$ cat config.mk
export PLATFORM = sky130hd
export DESIGN_NAME = cpcr_div
export DESIGN_NICKNAME = d
export VERILOG_FILES = /design/src/rtl/cpcr_div.sv
export VERILOG_INCLUDE_DIRS = /design/src /design/src/rtl
export SDC_FILE = /design/constraint.sdc
export NUM_CORES = 1
export LEC_CHECK = 0
export ABC_AREA = 1
export ABC_CLOCK_PERIOD_IN_PS = 5700
export BUFFER_PORTS_ARGS = -buffer_cell sky130_fd_sc_hd__buf_2
export CORE_ASPECT_RATIO = 0.7
export CORE_MARGIN = 2
export CORE_UTILIZATION = 30
export DETAILED_ROUTE_END_ITERATION = 8
export HOLD_SLACK_MARGIN = 0.06
export PLACE_DENSITY = 0.41
export REMOVE_ABC_BUFFERS = 1
export SYNTH_ARGS = -nofsm -noshare
export SYNTH_HDL_FRONTEND = slang
export SYNTH_SLANG_ARGS = --single-unit
export TNS_END_PERCENT = 10
$ cat constraint.sdc
create_clock -name clk -period 5.7 [get_ports clk]
set_clock_uncertainty 0.15 [all_clocks]
set_input_delay 0.855 -clock clk [delete_from_list [all_inputs] [get_ports clk]]
set_output_delay 0.855 -clock clk [all_outputs]
set_load 0.02 [all_outputs]
$ cat src/rtl/assert_macros.svh
// Assertion helpers shared by the RTL modules.
// Each macro expects clk and rst_n to be visible at the point of use.
`ifndef ASSERT_MACROS_SVH
`define ASSERT_MACROS_SVH

// Consequent must hold in the same cycle as the antecedent.
`define ASSERT_IMPLY(lbl, ante, cons, msg) \
    lbl: assert property (@(posedge clk) disable iff (!rst_n) (ante) |-> (cons)) \
        else $error(msg);

// Expression must never be true out of reset.
`define ASSERT_NEVER(lbl, expr, msg) \
    lbl: assert property (@(posedge clk) disable iff (!rst_n) !(expr)) \
        else $error(msg);

`endif

$ cat src/rtl/cpcr_div.sv
`include "assert_macros.svh"

// Pipelined restoring divider: one quotient bit per stage, LANES numerators
// share one divisor. The caller guarantees num < den * 2**QW.
module cpcr_div #(
    parameter int LANES = 1,
    parameter int NW    = 8,
    parameter int DW    = 8,
    parameter int QW    = 8,
    parameter int SW    = 1
) (
    input  logic                        clk,
    input  logic                        rst_n,
    input  logic                        in_valid,
    input  logic [LANES-1:0][NW-1:0]    num,
    input  logic [DW-1:0]               den,
    input  logic [SW-1:0]               in_side,
    output logic                        out_valid,
    output logic [LANES-1:0][QW-1:0]    quot,
    output logic [SW-1:0]               out_side
);

    localparam int RW = DW + QW;

    logic                       valid_reg [QW];
    logic [LANES-1:0][RW-1:0]   rem_reg   [QW];
    logic [LANES-1:0][QW-1:0]   quot_reg  [QW];
    logic [DW-1:0]              den_reg   [QW];
    logic [SW-1:0]              side_reg  [QW];

    for (genvar st = 0; st < QW; st++)
    begin : g_stage
        localparam int SH = QW - 1 - st;

        logic                       vld_in;
        logic [LANES-1:0][RW-1:0]   rem_in;
        logic [LANES-1:0][QW-1:0]   q_in;
        logic [DW-1:0]              den_in;
        logic [SW-1:0]              side_in;
        logic [RW-1:0]              trial;
        logic [LANES-1:0][RW-1:0]   rem_next;
        logic [LANES-1:0][QW-1:0]   q_next;

        // select stage source
        if (st == 0)
        begin : g_first
            always_comb
            begin
                vld_in  = in_valid;
                den_in  = den;
                side_in = in_side;
                q_in    = '0;
                for (int l = 0; l < LANES; l++)
                begin
                    rem_in[l] = RW'(num[l]);
                end
            end
        end
        else
        begin : g_rest
            assign vld_in  = valid_reg[st-1];
            assign den_in  = den_reg[st-1];
            assign side_in = side_reg[st-1];
            assign q_in    = quot_reg[st-1];
            assign rem_in  = rem_reg[st-1];
        end

        assign trial = RW'(den_in) << SH;

        // try one quotient bit per lane
        for (genvar ln = 0; ln < LANES; ln++)
        begin : g_lane
            always_comb
            begin
                rem_next[ln] = rem_in[ln];
                q_next[ln]   = q_in[ln];
                if (rem_in[ln] >= trial)
                begin
                    rem_next[ln]   = rem_in[ln] - trial;
                    q_next[ln][SH] = 1'b1;
                end
            end
        end

        always_ff @(posedge clk or negedge rst_n)
        begin
            if (!rst_n)
                valid_reg[st] <= 1'b0;
            else
                valid_reg[st] <= vld_in;
        end

        always_ff @(posedge clk)
        begin
            rem_reg[st]  <= rem_next;
            quot_reg[st] <= q_next;
            den_reg[st]  <= den_in;
            side_reg[st] <= side_in;
        end
    end

    assign out_valid = valid_reg[QW-1];
    assign quot      = quot_reg[QW-1];
    assign out_side  = side_reg[QW-1];

    `ASSERT_IMPLY(a_div_latency, out_valid, $past(in_valid, QW), "divider result without request")

endmodule

==> flow_summary.ini <==
[timing]
min_period_ns = 2.42
holdWs_ns = 0.169
setup_tns_ns = 0
maxSlewViolCount = 0
worst_slack_ns = 3.28
setup_viol = 0
max_freq_mhz = 413
rsz0062_at_grt = no
min_period_over_period_pct = 42.5
worst-slew-pin-transition_ns = 0.888
slew-limit-headroom_pct = 40.8
hold_viol = 0

[route]
drtPass1Iterations = 7
drc_errors = 0
wl_per_cell_microns = 12.8
finalWirelength_microns = 22400
drt_iter0_drc = 400
antenna_left = 0
viasPerCell = 4.18
vias = 7279

[clocking]
clk_pin_slew_ns = 0.06
cts_buffers = 24
cts_max_level = 1
cts_tree = done
insertion_delay_ns = 0.53
cts_root_buf = clkbuf_16
cts_sinks = 220
cts_buffer_depth = 3

[yosys]
yosysSeqAreaShare_pct = 47.0
syn_area_per_cell_sq_um = 7.54
synth_top_family_by_area = simple AND/OR/NAND/NOR gates
synthMuxAreaShare_pct = 0
synth-seq-cells = 220
synth_compound_area_share_pct = 4.40
netlist_area_sq_mm = 0.00946
synth_xor_area_share_pct = 2.31
post_synth_fa_ha_maj_area_fraction_pct = 8.94
postSynthCellCount = 1255
yosys.area_share.simple_pct = 27.7
yosys_warnings = 0
yosysUniqueCellTypes = 34

[finish]
area_growth_pct = 15.3
num_antenna_cells = 0
nNetsFinal = 1388
fill_cells = 3323
drive_gt1_share_pct = 6.73
final_area_sq_mm = 0.0109
largest_reg_flops = 112
fin_cells = 1742

[power_and_ir_drop]
pwr-share-seq_pct = 38.9
p_sw_mw = 1.74
swShare_pct = 34.4
p_leak_nw = 5.73
combPwrFrac_pct = 29.3
ir_drop_v = 0.000203
p_int_mw = 3.33
clkPwrFrac_pct = 31.7
power_density_mw_per_mm2 = 464

[grt]
grt_pass1_wl_microns = 37300
grt_max_degree = 16
grtUsageTotal_pct = 14.1
antenna_found_initial = 1
first_global_vias = 7010
grt.overflow.total = 0

[worst_setup_path]
cp-start-kind = flip-flop
ff2ff_path_depth = 10
arrival_ns = 2.72
required_ns = 6.00
rr_endpoint = rem_reg[5][10]
cp-end-kind = flip-flop
path_class = flip-flop to flip-flop
critical_path_peak_fanout = 15
r2r_slack_ns = 3.28
r2r_start = rem_reg[4][2]

[place]
placed_cells_incl_taps = 1697
place_congestion = 0.848
dp.final_hpwl_microns = 17900
io_buffers = 29
dpl_cell_area_sq_mm = 0.0101
pre_cts_ws_ns = 3.24

[min_path]
hp-class = flip-flop to flip-flop
whs_endpoint = quot_reg[1][12]
holdPathStages = 0
min_from = quot_reg[1][4]

[die]
die_y_microns = 153
dieWidth_microns = 216
rows = 54
core_area_sq_mm = 0.0311
die_area_sq_mm = 0.0330
ioPinCount = 30
initial_core_util_pct = 30.4

[flow_run]
drv_cap = 0

[run_status]
outcome = finished clean
-- synth_stat cells --
library cell	instances	area (sq um)
a21boi_0	2	15.0
a21oi_1	35	175
and2_1	1	6.26
buf_2	1	5.00
buf_4	2	15.0
buf_6	4	45.0
dfrtp_1	8	200
dfxtp_1	212	4240
fa_1	6	120
ha_1	58	726
inv_1	225	845
inv_2	1	3.75
nand2_1	407	1530
nand2_2	6	37.5
nand3_1	70	350
nand3_2	3	30.0
nand3b_1	7	52.6
nand4_1	12	75.1
nor2_1	108	405
nor2_2	4	25.0
nor2_4	3	33.8
nor3_1	8	40.0
nor3b_1	1	7.51
nor4_1	2	12.5
o211ai_1	2	15.0
o21ai_0	26	130
o21ai_1	8	40.0
o21ai_2	2	17.5
o21bai_1	2	15.0
o31a_1	1	8.76
or2_2	2	12.5
or3_1	1	6.26
xnor2_1	9	78.8
xor2_1	16	140
-- what timing repair did --
action / 4_1_cts / 5_1_grt
hold buffers: 1 / 0
endpoints found under the hold margin: 8 / 0
gates resized for setup: 0 / 0
buffers inserted: 0 / 0
-- through the flow --
| stage | util (%) | total power [mW] |
|---|---|---|
| 2_1_floorplan | - | 3.10 |
| 3_3_place_gp | 32.4 | 3.51 |
| 3_5_place_dp | 32.4 | 3.50 |
| 4_1_cts | 35.1 | 5.15 |
| 5_1_grt | 35.1 | 5.49 |
| 6_report | 35.1 | 5.07 |
-- power by group through the flow --
stage / logic [mW] / clock network [mW] / registers [mW]
after floorplan: 1.15 / 0 / 1.95
after global placement: 1.49 / 0 / 2.02
after detailed placement: 1.49 / 0 / 2.01
after CTS: 1.50 / 1.67 / 1.98
after global routing: 1.74 / 1.74 / 2.01
final: 1.49 / 1.61 / 1.97
-- cells by family after synthesis --
logic type | Yosys count
fa+ha+maj | 64
xor+xnor | 25
compound gates | 78
buf+inv | 233
simple gates | 635
flops | 220
-- routing by layer --
metal	routed length, microns	up-vias	part of all wire (%)	track usage (%)
met5	0	-	0	0
met4	472	0	2.1	3.69
met1	12700	3194	57	21.9
met3	938	32	4.2	2.48
met2	8270	116	37	19.6
li1	-	3937	-	-
-- cells in the final DEF, fill, tap and decap left out, types with 6 or more instances in the layout --
cell       instances
nand2_1          407
inv_1            225
dfxtp_1          212
nor2_1           108
nand3_1           70
ha_1              58
a21oi_1           35
buf_2             29
o21ai_0           26
clkbuf_16         24
xor2_1            16
nand4_1           12
xnor2_1            9
nor3_1             8
o21ai_1            8
dfrtp_1            8
nand3b_1           7
nand2_2            6
fa_1               6
-- critical path, stage by stage (launching register included) --
cell     delay (ns)
dfxtp_1        0.30
inv_1          0.04
ha_1           0.25
fa_1           0.45
inv_1          0.09
nand3_1        0.07
nand3_1        0.15
nand2_1        0.09
nand3_2        0.26
inv_1          0.25
a21oi_1        0.21
-- area by class of cell --
class | count | area [sq um] | share of cell area (%)
clock buffers | 34 | 688 | 6.31
repair buffers | 30 | 155 | 1.42
multi-input cells | 802 | 4100 | 37.6
inverters | 226 | 848 | 7.77
well taps | 420 | 526 | 4.82
flip-flops and latches | 220 | 4440 | 40.7
clock inverters | 10 | 146 | 1.34
-- how the worst max path moves through the flow --
stage                              from             end  slack, ns  cells past startpoint
after global placement    den_reg[4][4]   rem_reg[5][7]       3.21                     11
after detailed placement  den_reg[4][4]  rem_reg[5][10]       3.24                     10
after floorplan                  num[7]  rem_reg[0][10]       3.58                      8
after global routing      den_reg[4][4]   rem_reg[5][7]       3.01                     11
final                     rem_reg[4][2]  rem_reg[5][10]       3.28                     10
after CTS                 den_reg[4][4]   rem_reg[5][8]       3.22                     11
(Power assumes the default switching activity.)
