$ cat config.mk
export PLATFORM = sky130hd
export DESIGN_NAME = cpcr_sqrt
export DESIGN_NICKNAME = d
export VERILOG_FILES = /design/src/rtl/cpcr_sqrt.sv
export VERILOG_INCLUDE_DIRS = /design/src /design/src/rtl
export SDC_FILE = /design/constraint.sdc
export NUM_CORES = 1
export LEC_CHECK = 0
export BUFFER_PORTS_ARGS = -buffer_cell sky130_fd_sc_hd__buf_2
export CAP_MARGIN = 40
export CORE_UTILIZATION = 49
export CTS_CLUSTER_SIZE = 20
export DETAILED_ROUTE_END_ITERATION = 10
export GPL_TIMING_DRIVEN = 1
export PLACE_DENSITY = 0.71
export SLEW_MARGIN = 25
export SYNTH_ARGS = -nofsm -noshare
export SYNTH_HDL_FRONTEND = slang
export SYNTH_SLANG_ARGS = --single-unit
$ cat constraint.sdc
create_clock -name clk -period 1.5 [get_ports clk]
set_input_delay 0.3 -clock clk [delete_from_list [all_inputs] [get_ports clk]]
set_output_delay 0.3 -clock clk [all_outputs]
set_load 0.01 [all_outputs]
$ cat src/rtl/assert_macros.svh
// Assertion helpers shared by the RTL modules.
// Each macro expects clk and rst_n to be visible at the point of use.
`ifndef ASSERT_MACROS_SVH
`define ASSERT_MACROS_SVH

// Consequent must hold in the same cycle as the antecedent.
`define ASSERT_IMPLY(lbl, ante, cons, msg) \
    lbl: assert property (@(posedge clk) disable iff (!rst_n) (ante) |-> (cons)) \
        else $error(msg);

// Expression must never be true out of reset.
`define ASSERT_NEVER(lbl, expr, msg) \
    lbl: assert property (@(posedge clk) disable iff (!rst_n) !(expr)) \
        else $error(msg);

`endif

$ cat src/rtl/cpcr_sqrt.sv
`include "assert_macros.svh"

// Pipelined integer square root, floor(sqrt(x)): one root bit per stage.
module cpcr_sqrt #(
    parameter int XW = 8,
    parameter int SW = 1
) (
    input  logic                clk,
    input  logic                rst_n,
    input  logic                in_valid,
    input  logic [XW-1:0]       x,
    input  logic [SW-1:0]       in_side,
    output logic                out_valid,
    output logic [XW/2-1:0]     root,
    output logic [SW-1:0]       out_side
);

    localparam int RW = XW / 2;

    logic               valid_reg [RW];
    logic [XW-1:0]      rem_reg   [RW];
    logic [RW-1:0]      root_reg  [RW];
    logic [SW-1:0]      side_reg  [RW];

    for (genvar st = 0; st < RW; st++)
    begin : g_stage
        localparam int K = RW - 1 - st;

        logic           vld_in;
        logic [XW-1:0]  rem_in;
        logic [RW-1:0]  r_in;
        logic [SW-1:0]  side_in;
        logic [XW-1:0]  delta;
        logic [XW-1:0]  rem_next;
        logic [RW-1:0]  r_next;

        if (st == 0)
        begin : g_first
            assign vld_in  = in_valid;
            assign rem_in  = x;
            assign r_in    = '0;
            assign side_in = in_side;
        end
        else
        begin : g_rest
            assign vld_in  = valid_reg[st-1];
            assign rem_in  = rem_reg[st-1];
            assign r_in    = root_reg[st-1];
            assign side_in = side_reg[st-1];
        end

        // (r + 2^k)^2 - r^2 = r*2^(k+1) + 2^(2k)
        assign delta = (XW'(r_in) << (K + 1)) | (XW'(1) << (2 * K));

        always_comb
        begin
            rem_next = rem_in;
            r_next   = r_in;
            if (rem_in >= delta)
            begin
                rem_next  = rem_in - delta;
                r_next[K] = 1'b1;
            end
        end

        always_ff @(posedge clk or negedge rst_n)
        begin
            if (!rst_n)
                valid_reg[st] <= 1'b0;
            else
                valid_reg[st] <= vld_in;
        end

        always_ff @(posedge clk)
        begin
            rem_reg[st]  <= rem_next;
            root_reg[st] <= r_next;
            side_reg[st] <= side_in;
        end
    end

    assign out_valid = valid_reg[RW-1];
    assign root      = root_reg[RW-1];
    assign out_side  = side_reg[RW-1];

    `ASSERT_IMPLY(a_sqrt_latency, out_valid, $past(in_valid, RW), "root result without request")

endmodule

==> results of run 1 <==
[layout by cell type, fill, tap and decap left out, types with 3 or more instances in the layout]
cell / n
sky130_fd_sc_hd__buf_4: 3
sky130_fd_sc_hd__xnor2_1: 4
sky130_fd_sc_hd__ha_1: 8
sky130_fd_sc_hd__o21a_1: 4
sky130_fd_sc_hd__buf_2: 17
sky130_fd_sc_hd__dfxtp_1: 34
sky130_fd_sc_hd__nor2_1: 4
sky130_fd_sc_hd__o21ai_1: 3
sky130_fd_sc_hd__dfxtp_2: 4
sky130_fd_sc_hd__dfrtp_1: 4
sky130_fd_sc_hd__clkbuf_4: 5
sky130_fd_sc_hd__inv_1: 11
[worst max-delay path, cell delays in order, from the launching register on]
cell                      delay (ns)
sky130_fd_sc_hd__dfxtp_1        0.35
sky130_fd_sc_hd__inv_1          0.09
sky130_fd_sc_hd__ha_1           0.24
sky130_fd_sc_hd__nor2b_4        0.06
sky130_fd_sc_hd__o21ai_4        0.20
sky130_fd_sc_hd__nand3_4        0.11
sky130_fd_sc_hd__mux2_4         0.30
[metal layers]
layer	up-vias	wire, um	track usage	share of wire
met5	-	0	0	0
met4	0	34	0.0643	0.019
met3	6	85	0.0632	0.048
met2	15	838	0.222	0.47
met1	355	818	0.150	0.46
li1	423	-	-	-
[layout make-up]
class                           count  area [um2]
Multi-Input combinational cell     55         515
Sequential cell                    42         866
Clock buffer                        6        51.3
Inverter                           12        45.0
Tap cell                           30        37.5
Timing Repair Buffer               21         118
Clock inverter                      2        12.5
Fill cell                         204         945
[path summary, 6_finish.rpt]
kind / endpoint / slack (ns) / cells after the start
max in group asynchronous: g_stage[3].vld_in$_DFF_PN0_ / 1.12 / 2
min reg2reg: side_reg[1]$_DFF_P_ / 0.34 / 0
max: rem_reg[2][5]$_DFF_P_ / 0.03 / 6
max reg2reg: rem_reg[2][5]$_DFF_P_ / 0.03 / 6
min: rem_reg[0][5]$_DFF_P_ / 0.06 / 1
min in group asynchronous: g_stage[1].vld_in$_DFF_PN0_ / 0.27 / 2
[per-stage QoR]
step	setup TNS, ns	util	total power [uW]
global route	-0.0326	0.635	2490
CTS	0	0.626	2340
detailed placement	0	0.597	1780
floorplan	0	-	1660
finish	0	0.635	2320
global placement	0	0.597	1770
[cell families (layout without fill, tap and decap cells)]
family,after synthesis,after routing
AO/OA/AOI/OAI,17,17
XOR/XNOR,4,4
adder cells (fa/ha/maj),10,10
buffers and inverters,12,41
flip-flops,42,42
multiplexers,4,4
AND/OR/NAND/NOR,20,20
[power by group]
group          internal [uW]  switching [uW]  leakage (uW)
clock network            226             325     0.0000343
registers               1260            55.4      0.000366
logic                    260             200      0.000367
[timing repair]
action / CTS / global route
resized for setup: 0 / 6
hold buffers: 1 / 0
setup buffers: 0 / 1
endpoints found under the hold margin: 4 / 0
endpoints found under the setup margin: 0 / 6
==> flow_metrics.py, run 1 <==
metrics = {
    "outcome": {
        "run_status": "finished clean",
    },
    "routing": {
        "drt_pre_antenna_iters": 4,
        "drc": 0,
        "via_count": 799,
        "detail_route.vias_per_cell": 4.76,
        "route.antenna.remaining_nets": 0,
        "drt-wirelength-per-cell_um": 10.6,
        "drt_first_iter_violations": 5,
        "route.final.wire_length_um": 1780,
    },
    "setup_path": {
        "startpoint": "rem_reg[1][2]$_DFF_P_",
        "worst_setup_path_start_kind": "flip-flop",
        "cp_max_fo": 4,
        "worst_ep_required_time_ns": 1.72,
        "worst-endpoint-arrival_ns": 1.69,
        "worstSetupEndpointType": "flip-flop",
        "critPathKind": "reg -> reg",
        "timing.rr.start": "rem_reg[1][2]$_DFF_P_",
    },
    "logic_synthesis": {
        "synthXorXnorAreaFrac": 0.0251,
        "synth.lib_cells_used.distinct": 30,
        "ys_seq_area_frac": 0.616,
        "synth_nets": 131,
        "synth-edff-count": 0,
        "synthesis.area_per_instance_um2": 12.8,
        "synth-simple-area-share": 0.0932,
        "synthDominantAreaCellType": "sky130_fd_sc_hd__dfxtp_1",
        "post_synth_mux_area_share": 0.0358,
        "synth-adder-area-share": 0.0896,
        "yosys.area.top_type_share": 0.545,
        "synth.top_cells.by_area": "sky130_fd_sc_hd__dfxtp_1, sky130_fd_sc_hd__ha_1, sky130_fd_sc_hd__dfrtp_1",
        "synthFlopType": "sky130_fd_sc_hd__dfxtp_1",
        "syn_area_um2": 1400,
        "syn_inst": 109,
        "ys_seq_elements": 42,
        "synth_common_cells": "sky130_fd_sc_hd__dfxtp_1, sky130_fd_sc_hd__inv_1, sky130_fd_sc_hd__ha_1",
        "yosys.cell_count.top_type": "sky130_fd_sc_hd__dfxtp_1",
        "async_reset_ff_frac": 0.0952,
        "yosys_warnings": 0,
        "synth_top_family_by_area": "compound AO/OA/AOI/OAI gates",
        "synth-compound-area-share": 0.108,
    },
    "min_path": {
        "hold_start": "x[5]",
        "worstHoldPathType": "in -> reg",
    },
    "timing": {
        "finalHoldViolations": 0,
        "final_max_slew_viol_count": 0,
        "timing.final.crit_period_ns": 1.47,
        "rsz0062_at_grt": "yes",
        "final.period_utilization": 0.979,
        "achievable_freq_mhz": 681,
        "tightest_slew_ns": 0.264,
        "timing.slew.headroom": 0.822,
        "finClkSkew_ns": 0.0106,
        "worst_hold_slack_ns": 0.0572,
        "setup-violations-final": 0,
        "final_critical_path_setup_slack_ns": 0.0313,
    },
    "cts": {
        "tritoncts.num_buffers": 5,
        "cts_buffer_depth": 2,
        "clk_transition_reported_paths_ns": 0.12,
        "clock-root-buffer": "sky130_fd_sc_hd__clkbuf_4",
        "clock_latency_ns": 0.33,
        "numClockSinks": 42,
        "cts_htree_levels": 2,
        "cts_tree": "yes",
    },
    "placed_design": {
        "detailed_place_hpwl_um": 1340,
        "globalplace.congestion": 0.852,
        "detailed_place.area_um2": 1550,
        "preCtsSetupSlack_ns": 0.0488,
        "placement.io_buffers": 17,
        "post-place-cells": 158,
    },
    "floorplanning": {
        "floorplan.die_area_um2": 3070,
        "design.core.area_um2": 2590,
        "die_h_um": 55.4,
        "ios": 18,
        "die_w_um": 55.4,
        "initial_core_util": 0.539,
        "rows": 18,
    },
    "layout": {
        "final_cells": 168,
        "layout-drive-gt1-share": 0.312,
        "final_area_um2": 1650,
        "net_total_in_the_final_layout": 159,
        "flow.area_growth_from_synthesis_pct": 17.8,
        "antenna_diode_instance_count": 0,
        "largest_reg_flops": 24,
    },
    "global_routing": {
        "vias_in_the_first_global_route": 769,
        "overall_fraction_of_global_route_tracks_in_use": 0.136,
        "antenna_violations_before_repair": 0,
        "grt_pass1_wl_um": 3170,
        "grt_remaining_overflow": 0,
        "grt_max_degree": 14,
    },
    "pwr": {
        "static-leakage-power_uw": 0.000767,
        "worst_ir_drop_vdd_mv": 1.13,
        "powerDensity_nw_per_um2": 1410,
    },
    "run": {
        "maxCapViolations": 0,
    },
}
Power figures use the tool's default switching activity.
==> inputs of run 2 (changes only) <==
--- a/config.mk
+++ b/config.mk
@@ -6,6 +6,7 @@
 export SDC_FILE = /design/constraint.sdc
 export NUM_CORES = 1
 export LEC_CHECK = 0
+export ABC_AREA = 1
 export BUFFER_PORTS_ARGS = -buffer_cell sky130_fd_sc_hd__buf_2
 export CAP_MARGIN = 40
 export CORE_UTILIZATION = 49
==> run 2 against run 1 <==
  * Non-clock buffer count down 3
  * Count of clock-buffer cells in the layout down 1
  * Sequential share of layout area down 0.54 points
  * Design area up 0.61%
  * Hold slack worse by 0.013 ns
  * Synthesized cell count up 37%
  * Sequential cell count unchanged
  * Worst setup slack better by 0.058 ns
  * Largest cell class unchanged
  * Highest routed layer unchanged
==> flow_metrics.py, run 2 <==
metrics = {
    "setup_path": {
        "critical_path.cell_chain": "inv_1, ha_1, inv_1, nor2_1, nor3_2, nand2_2, o21ai_0, nor2_1",
        "cpPeakStageDelay_ns": 0.34,
        "critical_path.slowest_cell": "sky130_fd_sc_hd__dfxtp_1",
        "worstSetupEndpointType": "flip-flop",
        "worst-endpoint-arrival_ns": 1.66,
        "critPathKind": "reg -> reg",
        "cp_max_fo": 6,
        "worst_setup_path_start_kind": "flip-flop",
        "worst_ep_required_time_ns": 1.75,
        "reg2reg_slack_ns": 0.09,
    },
    "timing": {
        "final_max_slew_viol_count": 0,
        "finClkSkew_ns": 0.00666,
        "finalHoldViolations": 0,
        "final_critical_path_setup_slack_ns": 0.0898,
        "setup_total_negative_slack_ns": 0,
        "timing.slew.headroom": 0.806,
        "tightest_slew_ns": 0.291,
        "timing.final.crit_period_ns": 1.41,
        "final.period_utilization": 0.940,
        "achievable_freq_mhz": 709,
        "setup-violations-final": 0,
        "rsz0062_at_grt": "no",
    },
    "placed_design": {
        "placement.io_buffers": 17,
        "globalplace.congestion": 0.847,
        "detailed_place_hpwl_um": 1690,
        "preCtsSetupSlack_ns": 0.0501,
    },
    "logic_synthesis": {
        "synth_nets": 171,
        "yosys.cell_count.top_type": "sky130_fd_sc_hd__dfxtp_1",
        "synthFlopType": "sky130_fd_sc_hd__dfxtp_1",
        "yosys_warnings": 0,
        "ys_seq_elements": 42,
        "syn_inst": 149,
        "async_reset_ff_frac": 0.0952,
        "syn_area_um2": 1450,
        "synth.top_cells.by_area": "sky130_fd_sc_hd__dfxtp_1, sky130_fd_sc_hd__ha_1, sky130_fd_sc_hd__dfrtp_1",
        "synth-edff-count": 0,
        "synthesis.area_per_instance_um2": 9.74,
        "synth_common_cells": "sky130_fd_sc_hd__dfxtp_1, sky130_fd_sc_hd__inv_1, sky130_fd_sc_hd__nand2_1, sky130_fd_sc_hd__nor2_1, sky130_fd_sc_hd__ha_1",
        "synthDominantAreaCellType": "sky130_fd_sc_hd__dfxtp_1",
        "synth.lib_cells_used.distinct": 24,
        "ys_seq_area_frac": 0.593,
        "yosys.area.top_type_share": 0.524,
    },
    "global_routing": {
        "grtUsageMet3": 0.0484,
        "vias_in_the_first_global_route": 947,
        "overall_fraction_of_global_route_tracks_in_use": 0.152,
        "antenna_violations_before_repair": 0,
        "grt_max_degree": 15,
        "grt_pass1_wl_um": 3570,
        "grt_remaining_overflow": 0,
        "grt.met1_usage": 0.136,
        "grt_use_met2": 0.292,
        "grt-busiest-layer": "met2",
    },
    "cts": {
        "cts_buffer_depth": 2,
        "cts_tree": "yes",
        "clk_transition_reported_paths_ns": 0.12,
        "clock_latency_ns": 0.35,
        "cts_setup_buffers": 0,
        "tritoncts.num_buffers": 5,
        "clock-root-buffer": "sky130_fd_sc_hd__clkbuf_4",
        "numClockSinks": 42,
        "cts_htree_levels": 2,
    },
    "layout": {
        "fillerInstances": 236,
        "antenna_diode_instance_count": 0,
        "final_common_cell": "sky130_fd_sc_hd__dfxtp_1",
        "largest_reg_flops": 24,
        "net_total_in_the_final_layout": 196,
        "flow.area_growth_from_synthesis_pct": 14.1,
        "sequential_cell_area_um2": 862,
        "commonest_non_fill_non_tap_cells_in_the_layout": "sky130_fd_sc_hd__dfxtp_1, sky130_fd_sc_hd__inv_1, sky130_fd_sc_hd__nand2_1",
        "multi_input_comb_area_um2": 505,
        "layout-drive-gt1-share": 0.234,
    },
    "pwr": {
        "static-leakage-power_uw": 0.000850,
        "seq_power_share": 0.575,
        "worst_ir_drop_vdd_mv": 1.16,
        "power.net_switching_uw": 659,
        "power_switching_share": 0.288,
        "pwr-share-clk": 0.234,
        "powerDensity_nw_per_um2": 1380,
        "comb_power_share": 0.191,
        "cellInternalPower_uw": 1630,
    },
    "floorplanning": {
        "rows": 19,
        "die_w_um": 56.4,
        "ios": 18,
        "die_h_um": 56.4,
        "initial_core_util": 0.522,
        "floorplan.die_area_um2": 3180,
        "design.core.area_um2": 2780,
    },
    "min_path": {
        "worstHoldPathType": "in -> reg",
    },
    "routing": {
        "drt_pre_antenna_iters": 2,
        "route.antenna.remaining_nets": 0,
        "detail_route.vias_per_cell": 4.65,
        "via_count": 957,
        "drc": 0,
        "drt_first_iter_violations": 8,
        "route.final.wire_length_um": 2140,
        "drt-wirelength-per-cell_um": 10.4,
    },
    "run": {
        "maxCapViolations": 0,
    },
    "outcome": {
        "run_status": "finished clean",
    },
}
## run 2: cell count changes after synthesis, moves of 4 or more
cell	previous run	this run
sky130_fd_sc_hd__inv_1	12	26
sky130_fd_sc_hd__nand2_2	0	6
sky130_fd_sc_hd__nor2_1	4	12
sky130_fd_sc_hd__nand3_1	0	4
sky130_fd_sc_hd__nand2_1	2	23
## run 2: cells by family (layout without fill, tap and decap cells)
family | after synthesis | after routing | synth area share
AND/OR/NAND/NOR | 58 | 58 | 0.202
flip-flops | 42 | 42 | 0.593
buffers and inverters | 26 | 52 | 0.0672
AO/OA/AOI/OAI | 11 | 11 | 0.0397
adder cells (fa/ha/maj) | 10 | 10 | 0.0862
XOR/XNOR | 2 | 2 | 0.0121
## run 2: area by class of cell
cell class                      count  area share
Sequential cell                    42       0.521
Multi-Input combinational cell     81       0.305
Inverter                           26      0.0590
Timing Repair Buffer               18      0.0574
Tap cell                           31      0.0234
Clock buffer                        5      0.0227
Clock inverter                      3      0.0113
## run 2: power groups by stage
stage | logic [uW] | clock network, uW | registers (uW)
2_1_floorplan | 311 | 0 | 1340
3_3_place_gp | 408 | 0 | 1340
3_5_place_dp | 429 | 0 | 1340
4_1_cts | 432 | 560 | 1320
5_1_grt | 509 | 604 | 1330
6_report | 439 | 536 | 1320
## run 2: what timing repair did
action / CTS / global route
hold endpoints to repair: 4 / 0
endpoints found under the setup margin: 0 / 6
gates resized for setup: 0 / 5
hold buffers: 1 / 0
## run 2: worst paths after layout
kind,end,startpoint,cells after the start
setup / recovery,rem_reg[1][7]$_DFF_P_,root_reg[0][3]$_DFF_P_,8
hold / removal,rem_reg[0][0]$_DFF_P_,x[0],1
max in group asynchronous,g_stage[1].vld_in$_DFF_PN0_,rst_n,2
setup reg to reg,rem_reg[1][7]$_DFF_P_,root_reg[0][3]$_DFF_P_,8
hold reg to reg,side_reg[1]$_DFF_P_,side_reg[0]$_DFF_P_,0
min in group asynchronous,out_valid$_DFF_PN0_,rst_n,2
## run 2: through the flow
step / area (um2) / utilization / instances / power (uW) / hold WS [ns]
after CTS: 1640 / 0.590 / 206 / 2310 / 0.0307
after floorplan: 1450 / - / 149 / 1650 / 0.00441
after global placement: 1580 / 0.566 / 197 / 1750 / 0.104
after detailed placement: 1580 / 0.566 / 197 / 1770 / 0.111
final: 1660 / 0.595 / 206 / 2290 / 0.0438
after global routing: 1660 / 0.595 / 206 / 2450 / 0.0122
## run 2: routing by layer
metal,vias to the layer above,routed length (um)
met1,423,866
met5,-,0
met4,0,53
met3,7,71
met2,17,1140
li1,510,-
## run 2: critical path, delay by kind of cell, from the launching register on
| family | cells | cell delay, ns |
|---|---|---|
| AOI/OAI and AO/OA | 1 | 0.09 |
| and+or+nand+nor | 4 | 0.43 |
| DFF | 1 | 0.34 |
| adders and majority gates | 1 | 0.31 |
| buffers and inverters | 2 | 0.14 |
